**src/rtl/asfbt_pkg.sv**
```systemverilog
// Shared types and constants for the address sorted free block table.
package asfbt_pkg;

    localparam int DEPTH  = 16;
    localparam int ADDR_W = 32;
    localparam int IDX_W  = $clog2(DEPTH);
    localparam int CNT_W  = $clog2(DEPTH + 1);

    localparam logic [2:0] CMD_INSERT = 3'd0;
    localparam logic [2:0] CMD_POP    = 3'd1;
    localparam logic [2:0] CMD_REMOVE = 3'd2;
    localparam logic [2:0] CMD_COUNT  = 3'd3;
    localparam logic [2:0] CMD_FIND   = 3'd4;

    localparam logic [1:0] ST_OK        = 2'd0;
    localparam logic [1:0] ST_EMPTY     = 2'd1;
    localparam logic [1:0] ST_FULL      = 2'd2;
    localparam logic [1:0] ST_NOT_FOUND = 2'd3;

    typedef struct packed {
        logic [ADDR_W-1:0] addr;
        logic [ADDR_W-1:0] len;
    } t_entry;

endpackage

```
**src/rtl/address_sorted_free_block_table_core.sv**
```systemverilog
// Free block table kept in ascending address order, one command word at a time.
// One command word is taken when the block is idle and returns one result word. Insert,
// remove, pop, pair count and pair lookup stream the entries through one registered read
// port of the entry RAM, one entry per cycle, while a single write port shifts entries
// up or down; a pop, remove, count or lookup reads every entry held and an insert reads
// the entries from the top down until it finds its place, while commands that need no
// walk skip it. The input is not ready while a command runs. A finished result sits in an
// output register; a command that ends while that register is still full waits for it.
module address_sorted_free_block_table_core (
    input  logic        i_clk,
    input  logic        i_rst_n,
    input  logic        i_valid,
    output logic        o_ready,
    input  logic [2:0]  i_command,
    input  logic [31:0] i_block_address,
    input  logic [31:0] i_block_length,
    output logic        o_valid,
    input  logic        i_ready,
    output logic [1:0]  o_status,
    output logic [31:0] o_result_address,
    output logic [31:0] o_result_length,
    output logic [4:0]  o_pair_count,
    output logic [4:0]  o_entry_count
);

    localparam int AW = asfbt_pkg::ADDR_W;
    localparam int IW = asfbt_pkg::IDX_W;
    localparam int CW = asfbt_pkg::CNT_W;

    localparam logic [2:0] S_IDLE = 3'd0;
    localparam logic [2:0] S_INS  = 3'd1;
    localparam logic [2:0] S_PUT  = 3'd2;
    localparam logic [2:0] S_DEL  = 3'd3;
    localparam logic [2:0] S_CNT  = 3'd4;
    localparam logic [2:0] S_FIND = 3'd5;
    localparam logic [2:0] S_DONE = 3'd6;

    asfbt_pkg::t_entry r_mem [asfbt_pkg::DEPTH];

    logic [2:0]        r_state, n_state;
    logic [2:0]        r_cmd, n_cmd;
    logic [AW-1:0]     r_addr, n_addr;
    logic [AW-1:0]     r_len, n_len;
    logic [CW-1:0]     r_occ, n_occ;
    logic [CW-1:0]     r_ptr, n_ptr;
    logic [CW-1:0]     r_left, n_left;
    logic              r_rd_vld, n_rd_vld;
    logic [CW-1:0]     r_rd_pos, n_rd_pos;
    asfbt_pkg::t_entry r_rd_data;
    logic              r_found, n_found;
    asfbt_pkg::t_entry r_prev, n_prev;
    logic              r_have_prev, n_have_prev;
    logic [AW-1:0]     r_pp_addr, n_pp_addr;
    logic              r_have_pp, n_have_pp;
    logic              r_jp, n_jp;
    logic [1:0]        r_status, n_status;
    logic [AW-1:0]     r_res_addr, n_res_addr;
    logic [AW-1:0]     r_res_len, n_res_len;
    logic [CW-1:0]     r_pairs, n_pairs;
    logic              r_o_valid, n_o_valid;
    logic [1:0]        r_o_status, n_o_status;
    logic [31:0]       r_o_addr, n_o_addr;
    logic [31:0]       r_o_len, n_o_len;
    logic [4:0]        r_o_pairs, n_o_pairs;
    logic [4:0]        r_o_count, n_o_count;

    logic              rd_en;
    logic              wr_en;
    logic [IW-1:0]     wr_idx;
    asfbt_pkg::t_entry wr_data;
    asfbt_pkg::t_entry new_entry;
    logic              w_join;
    logic              w_last;
    logic              w_hit;
    logic              w_f1;
    logic              w_f2;
    logic              w_scan;

    assign new_entry = '{addr: r_addr, len: r_len};
    assign w_join    = (r_rd_data.addr - r_prev.addr) == r_prev.len;
    assign w_last    = r_rd_vld && (r_rd_pos == r_occ - CW'(1));
    assign w_scan    = (r_state == S_INS) || (r_state == S_DEL) ||
                       (r_state == S_CNT) || (r_state == S_FIND);
    assign rd_en     = w_scan && (r_left != '0);

    assign w_hit = (r_cmd == asfbt_pkg::CMD_POP) ? (r_rd_pos == '0)
                                                 : (r_rd_data.addr == r_addr);
    assign w_f1  = !r_found && r_have_prev && (r_prev.addr == r_addr) &&
                   (w_join || (r_have_pp && r_jp));
    assign w_f2  = !r_found && !w_f1 && w_last && r_have_prev && w_join &&
                   (r_rd_data.addr == r_addr);

    assign o_ready          = (r_state == S_IDLE);
    assign o_valid          = r_o_valid;
    assign o_status         = r_o_status;
    assign o_result_address = r_o_addr;
    assign o_result_length  = r_o_len;
    assign o_pair_count     = r_o_pairs;
    assign o_entry_count    = r_o_count;

    always_comb begin
        n_state     = r_state;
        n_cmd       = r_cmd;
        n_addr      = r_addr;
        n_len       = r_len;
        n_occ       = r_occ;
        n_found     = r_found;
        n_prev      = r_prev;
        n_have_prev = r_have_prev;
        n_pp_addr   = r_pp_addr;
        n_have_pp   = r_have_pp;
        n_jp        = r_jp;
        n_status    = r_status;
        n_res_addr  = r_res_addr;
        n_res_len   = r_res_len;
        n_pairs     = r_pairs;
        n_o_valid   = r_o_valid;
        n_o_status  = r_o_status;
        n_o_addr    = r_o_addr;
        n_o_len     = r_o_len;
        n_o_pairs   = r_o_pairs;
        n_o_count   = r_o_count;
        n_rd_vld    = rd_en;
        n_rd_pos    = r_ptr;
        n_left      = rd_en ? r_left - CW'(1) : r_left;
        if (rd_en) begin
            n_ptr = (r_state == S_INS) ? r_ptr - CW'(1) : r_ptr + CW'(1);
        end else begin
            n_ptr = r_ptr;
        end
        wr_en   = 1'b0;
        wr_idx  = '0;
        wr_data = r_rd_data;

        if (r_o_valid && i_ready) begin
            n_o_valid = 1'b0;
        end

        unique case (r_state)
            S_IDLE: begin
                if (i_valid) begin
                    n_cmd       = i_command;
                    n_addr      = AW'(i_block_address);
                    n_len       = AW'(i_block_length);
                    n_status    = asfbt_pkg::ST_OK;
                    n_res_addr  = '0;
                    n_res_len   = '0;
                    n_pairs     = '0;
                    n_found     = 1'b0;
                    n_have_prev = 1'b0;
                    n_have_pp   = 1'b0;
                    n_ptr       = '0;
                    n_left      = r_occ;
                    n_state     = S_DONE;
                    priority if (i_command == asfbt_pkg::CMD_INSERT) begin
                        if (r_occ == CW'(asfbt_pkg::DEPTH)) begin
                            n_status = asfbt_pkg::ST_FULL;
                        end else if (r_occ == '0) begin
                            wr_en   = 1'b1;
                            wr_idx  = '0;
                            wr_data = '{addr: AW'(i_block_address), len: AW'(i_block_length)};
                            n_occ   = CW'(1);
                        end else begin
                            n_ptr   = r_occ - CW'(1);
                            n_state = S_INS;
                        end
                    end else if (i_command == asfbt_pkg::CMD_POP ||
                                 i_command == asfbt_pkg::CMD_REMOVE ||
                                 i_command == asfbt_pkg::CMD_COUNT ||
                                 i_command == asfbt_pkg::CMD_FIND) begin
                        if (r_occ == '0) begin
                            n_status = asfbt_pkg::ST_EMPTY;
                        end else if (i_command == asfbt_pkg::CMD_COUNT) begin
                            n_state = S_CNT;
                        end else if (i_command == asfbt_pkg::CMD_FIND) begin
                            n_state = S_FIND;
                        end else begin
                            n_state = S_DEL;
                        end
                    end else begin
                        n_status = asfbt_pkg::ST_OK;
                    end
                end
            end
            S_INS: begin
                if (r_rd_vld) begin
                    wr_en  = 1'b1;
                    wr_idx = IW'(r_rd_pos + CW'(1));
                    if (r_rd_data.addr >= r_addr) begin
                        wr_data = r_rd_data;
                        if (r_rd_pos == '0) begin
                            n_state = S_PUT;
                        end
                    end else begin
                        wr_data = new_entry;
                        n_occ   = r_occ + CW'(1);
                        n_state = S_DONE;
                    end
                end
            end
            S_PUT: begin
                wr_en   = 1'b1;
                wr_idx  = '0;
                wr_data = new_entry;
                n_occ   = r_occ + CW'(1);
                n_state = S_DONE;
            end
            S_DEL: begin
                if (r_rd_vld) begin
                    if (r_found) begin
                        wr_en   = 1'b1;
                        wr_idx  = IW'(r_rd_pos - CW'(1));
                        wr_data = r_rd_data;
                    end else if (w_hit) begin
                        n_found    = 1'b1;
                        n_res_addr = r_rd_data.addr;
                        n_res_len  = r_rd_data.len;
                    end
                    if (w_last) begin
                        if (r_found || w_hit) begin
                            n_occ = r_occ - CW'(1);
                        end else begin
                            n_status = asfbt_pkg::ST_NOT_FOUND;
                        end
                        n_state = S_DONE;
                    end
                end
            end
            S_CNT: begin
                if (r_rd_vld) begin
                    if (r_have_prev && w_join) begin
                        n_pairs     = r_pairs + CW'(1);
                        n_have_prev = 1'b0;
                    end else begin
                        n_prev      = r_rd_data;
                        n_have_prev = 1'b1;
                    end
                    if (w_last) begin
                        n_state = S_DONE;
                    end
                end
            end
            S_FIND: begin
                if (r_rd_vld) begin
                    if (w_f1) begin
                        n_found    = 1'b1;
                        n_res_addr = w_join ? r_prev.addr : r_pp_addr;
                    end else if (w_f2) begin
                        n_found    = 1'b1;
                        n_res_addr = r_prev.addr;
                    end
                    n_pp_addr   = r_prev.addr;
                    n_have_pp   = r_have_prev;
                    n_jp        = r_have_prev && w_join;
                    n_prev      = r_rd_data;
                    n_have_prev = 1'b1;
                    if (w_last) begin
                        if (!(r_found || w_f1 || w_f2)) begin
                            n_status = asfbt_pkg::ST_NOT_FOUND;
                        end
                        n_state = S_DONE;
                    end
                end
            end
            S_DONE: begin
                if (!r_o_valid || i_ready) begin
                    n_o_valid  = 1'b1;
                    n_o_status = r_status;
                    n_o_addr   = 32'(r_res_addr);
                    n_o_len    = 32'(r_res_len);
                    n_o_pairs  = 5'(r_pairs);
                    n_o_count  = 5'(r_occ);
                    n_state    = S_IDLE;
                end
            end
            default: begin
                n_state = S_IDLE;
            end
        endcase
    end

    always_ff @(posedge i_clk) begin
        if (wr_en) begin
            r_mem[wr_idx] <= wr_data;
        end
        if (rd_en) begin
            r_rd_data <= r_mem[r_ptr[IW-1:0]];
        end
    end

    always_ff @(posedge i_clk) begin
        if (!i_rst_n) begin
            r_state   <= S_IDLE;
            r_occ     <= '0;
            r_left    <= '0;
            r_rd_vld  <= 1'b0;
            r_o_valid <= 1'b0;
        end else begin
            r_state   <= n_state;
            r_occ     <= n_occ;
            r_left    <= n_left;
            r_rd_vld  <= n_rd_vld;
            r_o_valid <= n_o_valid;
        end
        r_cmd       <= n_cmd;
        r_addr      <= n_addr;
        r_len       <= n_len;
        r_ptr       <= n_ptr;
        r_rd_pos    <= n_rd_pos;
        r_found     <= n_found;
        r_prev      <= n_prev;
        r_have_prev <= n_have_prev;
        r_pp_addr   <= n_pp_addr;
        r_have_pp   <= n_have_pp;
        r_jp        <= n_jp;
        r_status    <= n_status;
        r_res_addr  <= n_res_addr;
        r_res_len   <= n_res_len;
        r_pairs     <= n_pairs;
        r_o_status  <= n_o_status;
        r_o_addr    <= n_o_addr;
        r_o_len     <= n_o_len;
        r_o_pairs   <= n_o_pairs;
        r_o_count   <= n_o_count;
    end

    a_occ_bound: assert property (@(posedge i_clk) disable iff (!i_rst_n)
        r_occ <= CW'(asfbt_pkg::DEPTH))
        else $error("occupancy above table depth");

    a_rd_in_table: assert property (@(posedge i_clk) disable iff (!i_rst_n)
        rd_en |-> (r_ptr < r_occ))
        else $error("read of an entry beyond occupancy");

    a_wr_in_table: assert property (@(posedge i_clk) disable iff (!i_rst_n)
        wr_en |-> (CW'(wr_idx) <= r_occ))
        else $error("write leaves a hole in the table");

    a_no_read_idle: assert property (@(posedge i_clk) disable iff (!i_rst_n)
        (r_state == S_IDLE) |-> !rd_en)
        else $error("table read while idle");

    a_occ_step: assert property (@(posedge i_clk) disable iff (!i_rst_n)
        (r_occ != $past(r_occ)) |-> ($past(r_state) != S_DONE))
        else $error("occupancy changed while delivering a result");

endmodule
```
**config.mk**
```make
export PLATFORM = sky130hd
export DESIGN_NAME = address_sorted_free_block_table_core
export DESIGN_NICKNAME = d
export VERILOG_FILES = /design/src/rtl/asfbt_pkg.sv /design/src/rtl/address_sorted_free_block_table_core.sv
export SDC_FILE = /design/constraint.sdc
export NUM_CORES = 1
export LEC_CHECK = 0
export BUFFER_PORTS_ARGS = -buffer_cell sky130_fd_sc_hd__buf_2
export CAP_MARGIN = 15
export CELL_PAD_IN_SITES_DETAIL_PLACEMENT = 0
export CELL_PAD_IN_SITES_GLOBAL_PLACEMENT = 1
export CORE_MARGIN = 2
export CORE_UTILIZATION = 49
export DETAILED_ROUTE_END_ITERATION = 16
export HOLD_SLACK_MARGIN = 0.1
export PLACE_DENSITY = 0.79
export SYNTH_ARGS = -nofsm -noshare
export SYNTH_HDL_FRONTEND = slang
export SYNTH_SLANG_ARGS = --single-unit
export TNS_END_PERCENT = 30
```
**constraint.sdc**
```tcl
create_clock -name i_clk -period 6.7 [get_ports i_clk]
set_input_delay 1.34 -clock i_clk [delete_from_list [all_inputs] [get_ports i_clk]]
set_output_delay 1.34 -clock i_clk [all_outputs]
set_load 0.05 [all_outputs]
```
==> impl_metrics.ini <==
[power]
p_total_mw = 33.11
leakage_nw = 22.75
powerDensity_mw_per_mm2 = 485.1
vdd_drop_max_v = 0.0003104

[timing]
rsz0062_at_grt = no
timing.hold.ws_ns = 0.3516
setup_tns_ns = 0
worstMarginPinSlew_ns = 1.207
layout_min_cycle_time_ns = 5.168
relSlewSlack_pct = 19.20
slew_violations = 0
finClkSkew_ns = 0.03914
setup_viol = 0
finalHoldViolCount = 0
clock.fmax_ghz = 0.1935
period_share_pct = 77.14

[cells_and_area]
nets = 3856
drive_gt1_share_pct = 23.40
area_growth_syn_to_layout_pct = 12.63
fillCellCount = 9342

[min_path]
hold_path_depth = 0
hold_start = n_rd_pos[4]
hold_class = flip-flop to flip-flop
hold_end = r_rd_pos[4]

[logic_synthesis]
syn_nets = 3654
ys_ff_latch = 1427
yosysUniqueCellTypes = 84
synth_edf_count = 1402
synthArstFlopShare_pct = 0
synth_flop_cell = edfxtp_1
syn_area_mm2 = 0.06060
yosysWarnings = 0
ys_seq_area_share_pct = 70.30
syn_avg_cell_area_um2 = 17.27
synth_cells = 3508

[floorplanning]
die-area_mm2 = 0.1265
die_width_um = 355.7
chipHeight_um = 355.7
initial_core_util_pct = 49.21
fp-row-count = 129
coreArea_mm2 = 0.1232
ios = 149

[critical_path]
timing.rr.end = r_res_addr[7]
worstSetupEndpointType = flip-flop
arrival_ns = 5.58
regToRegSetupSlack_ns = 1.53
reg2reg_depth = 14
path_max_fanout = 32
startpoint_type = flip-flop
crit-reg2reg-launch = r_rd_data[32]
cp.required_ns = 7.11
worstSetupPathType = flip-flop to flip-flop

[global_route]
grt_pass1_vias = 33780
grt_max_degree = 110
grt_overflow = 0
antenna_found_initial = 9
grt_pass1_wl_um = 238800
grt_usage_pct = 26.25

[clock_tree]
cts_buffers = 141
cts_setup_buffers = 0
ctsResizeCount = 0
clock_latency_ns = 0.79
cts_tree = built
clockBufferDepth = 3
hold_buffers = 0
cts_root_buf = clkbuf_16
cts_sinks = 1427
path_clk_slew_ns = 0.07
cts_max_level = 4

[drt]
via_count = 34840
route.detailed.drc = 0
wl_um = 165600
ant_nets = 0
drt-vias-per-instance = 6.385
drtIter0Drc = 4960
drt_first_pass_iters = 6
post_drt_wl_per_cell_um = 30.35

[place]
gp_congestion = 0.9663
portBuffers = 148
hpwlAfterDp_um = 99480

[job]
maxCapViolations = 0

[outcome]
outcome = finished clean
worst max path at each step:
stage,startpoint,to,slack [ns],cells past startpoint
after floorplan,i_command[2],r_mem[0][0],0.78,6
after global placement,r_rd_data[32],r_res_addr[2],1.56,14
after detailed placement,i_command[2],r_mem[15][60],1.49,9
after CTS,r_rd_data[32],r_res_addr[7],1.57,14
after global routing,r_addr[17],r_mem[14][30],1.33,13
final,r_rd_data[32],r_res_addr[7],1.53,14
power by group:
part / switching (mW) / leakage [nW] / internal (mW)
Clock: 3.36 / 2.15 / 4.27
Sequential: 1.19 / 13.0 / 13.5
Combinational: 6.89 / 7.59 / 3.95
cell usage after synthesis, drive strengths merged (4+ instances only):
master   instances  area [um2]
nor2b           12       75.07
o31ai            6       60.06
a221oi           4       35.03
buf             65       336.6
a211oi          18       140.1
nor4            11       75.07
o211ai          42       455.4
dfxtp           25       500.5
a2111oi          6       77.57
o211a            4       40.04
o221ai           5       43.79
mux4           320        7207
o41ai            4       42.55
and3            45       281.5
a21oi          138       701.9
ha              73       913.4
xnor2           70       613.1
inv             84       315.3
nand3           65       325.3
a221o            4       40.04
nor3            79       395.4
nor3b            4       30.03
o21ai          114       570.5
and2             7       43.79
a21o            24       180.2
mux2i           66       660.6
a31oi            5       31.28
clkbuf         133       499.2
o22ai            7       43.79
a211o            6       52.55
o21a            10       75.07
edfxtp        1402       42100
mux2            32       465.4
nand2          142       540.5
nand4           38       237.7
nand2b           5       31.28
xor2            27       236.5
a2bb2oi         65       569.3
or2              5       31.28
nor2           282        1061
or3              8       50.05
sequential cells by signal, indices dropped and copies added (netlist names), 5 cells and up:
| register | count |
|---|---|
| o_result_length | 32 |
| r_res_addr | 32 |
| r_prev | 64 |
| r_mem | 1024 |
| o_pair_count | 5 |
| r_len | 32 |
| r_left | 5 |
| r_res_len | 32 |
| r_addr | 32 |
| o_result_address | 32 |
| r_pp_addr | 32 |
| r_rd_data | 64 |
| r_rd_pos | 5 |
| r_pairs | 5 |
| n_rd_pos | 5 |
| o_entry_count | 5 |
| r_occ | 5 |
placed cells by master, fill, tap and decap left out, types with 21 or more instances in the layout:
cell type and instances:
a21o_1 24, and3_1 44, mux2_4 28, xnor2_1 70, buf_12 21, inv_1 81, nor3_1 78, nor2_1 263
nand2_1 140, xor2_1 27, clkbuf_16 144, nand4_1 38, a2bb2oi_1 65, nand3_1 64, mux2i_1 66, a21oi_1 135
mux4_2 320, clkinv_1 28, buf_4 88, clkbuf_1 28, ha_1 73, o21ai_0 105, edfxtp_1 1402, buf_2 148
o211ai_2 28, clkinv_2 28
final cells by class:
type / instances / area [um2] / share of cell area [%]
inverters: 87 / 330.3 / 0.4839
flip-flops and latches: 1427 / 42620 / 62.45
multi-input cells: 1796 / 17030 / 24.95
diodes: 2 / 5.005 / 0.007332
repair buffers: 257 / 1822 / 2.669
well taps: 1637 / 2048 / 3.001
clock inverters: 78 / 686.9 / 1.006
clock buffers: 172 / 3709 / 5.433
per-stage QoR:
stage | area (um2) | worst slack, ns | std cells | utilization, %
global placement | 63640 | 1.561 | 5177 | 51.68
detailed placement | 63660 | 1.491 | 5178 | 51.69
floorplan | 60610 | 0.7821 | 3508 | -
CTS | 68060 | 1.574 | 5428 | 55.26
global route | 68250 | 1.331 | 5455 | 55.42
finish | 68260 | 1.532 | 5456 | 55.42
critical path, cell delays in order, from the launching register on:
cell and delay [ns]:
edfxtp_1 0.49, inv_1 0.11, ha_1 0.23, fa_1 0.40, nand2b_1 0.21, a211o_1 0.34
a21oi_1 0.62, o31ai_2 0.24, a31o_2 0.29, xnor2_1 0.16, nor4_1 0.39, and4_4 0.57
a21o_1 0.19, and2_1 0.12, buf_4 0.40
metal layers:
metal	GRT usage, %	routed length, um	vias to the layer above
met5	0	34	-
met4	8.441	4703	4
met3	4.917	17460	282
met2	40.20	76930	2066
met1	38.35	66490	18010
li1	-	-	14480
logic make-up after synthesis:
family                   synth area share (%)
buffers and inverters                   1.918
AND/OR/NAND/NOR                         5.391
AO/OA/AOI/OAI                           5.668
flip-flops                              70.30
adder cells (fa/ha/maj)                 1.573
XOR/XNOR                                1.402
multiplexers                            13.75
(Power assumes the default switching activity.)
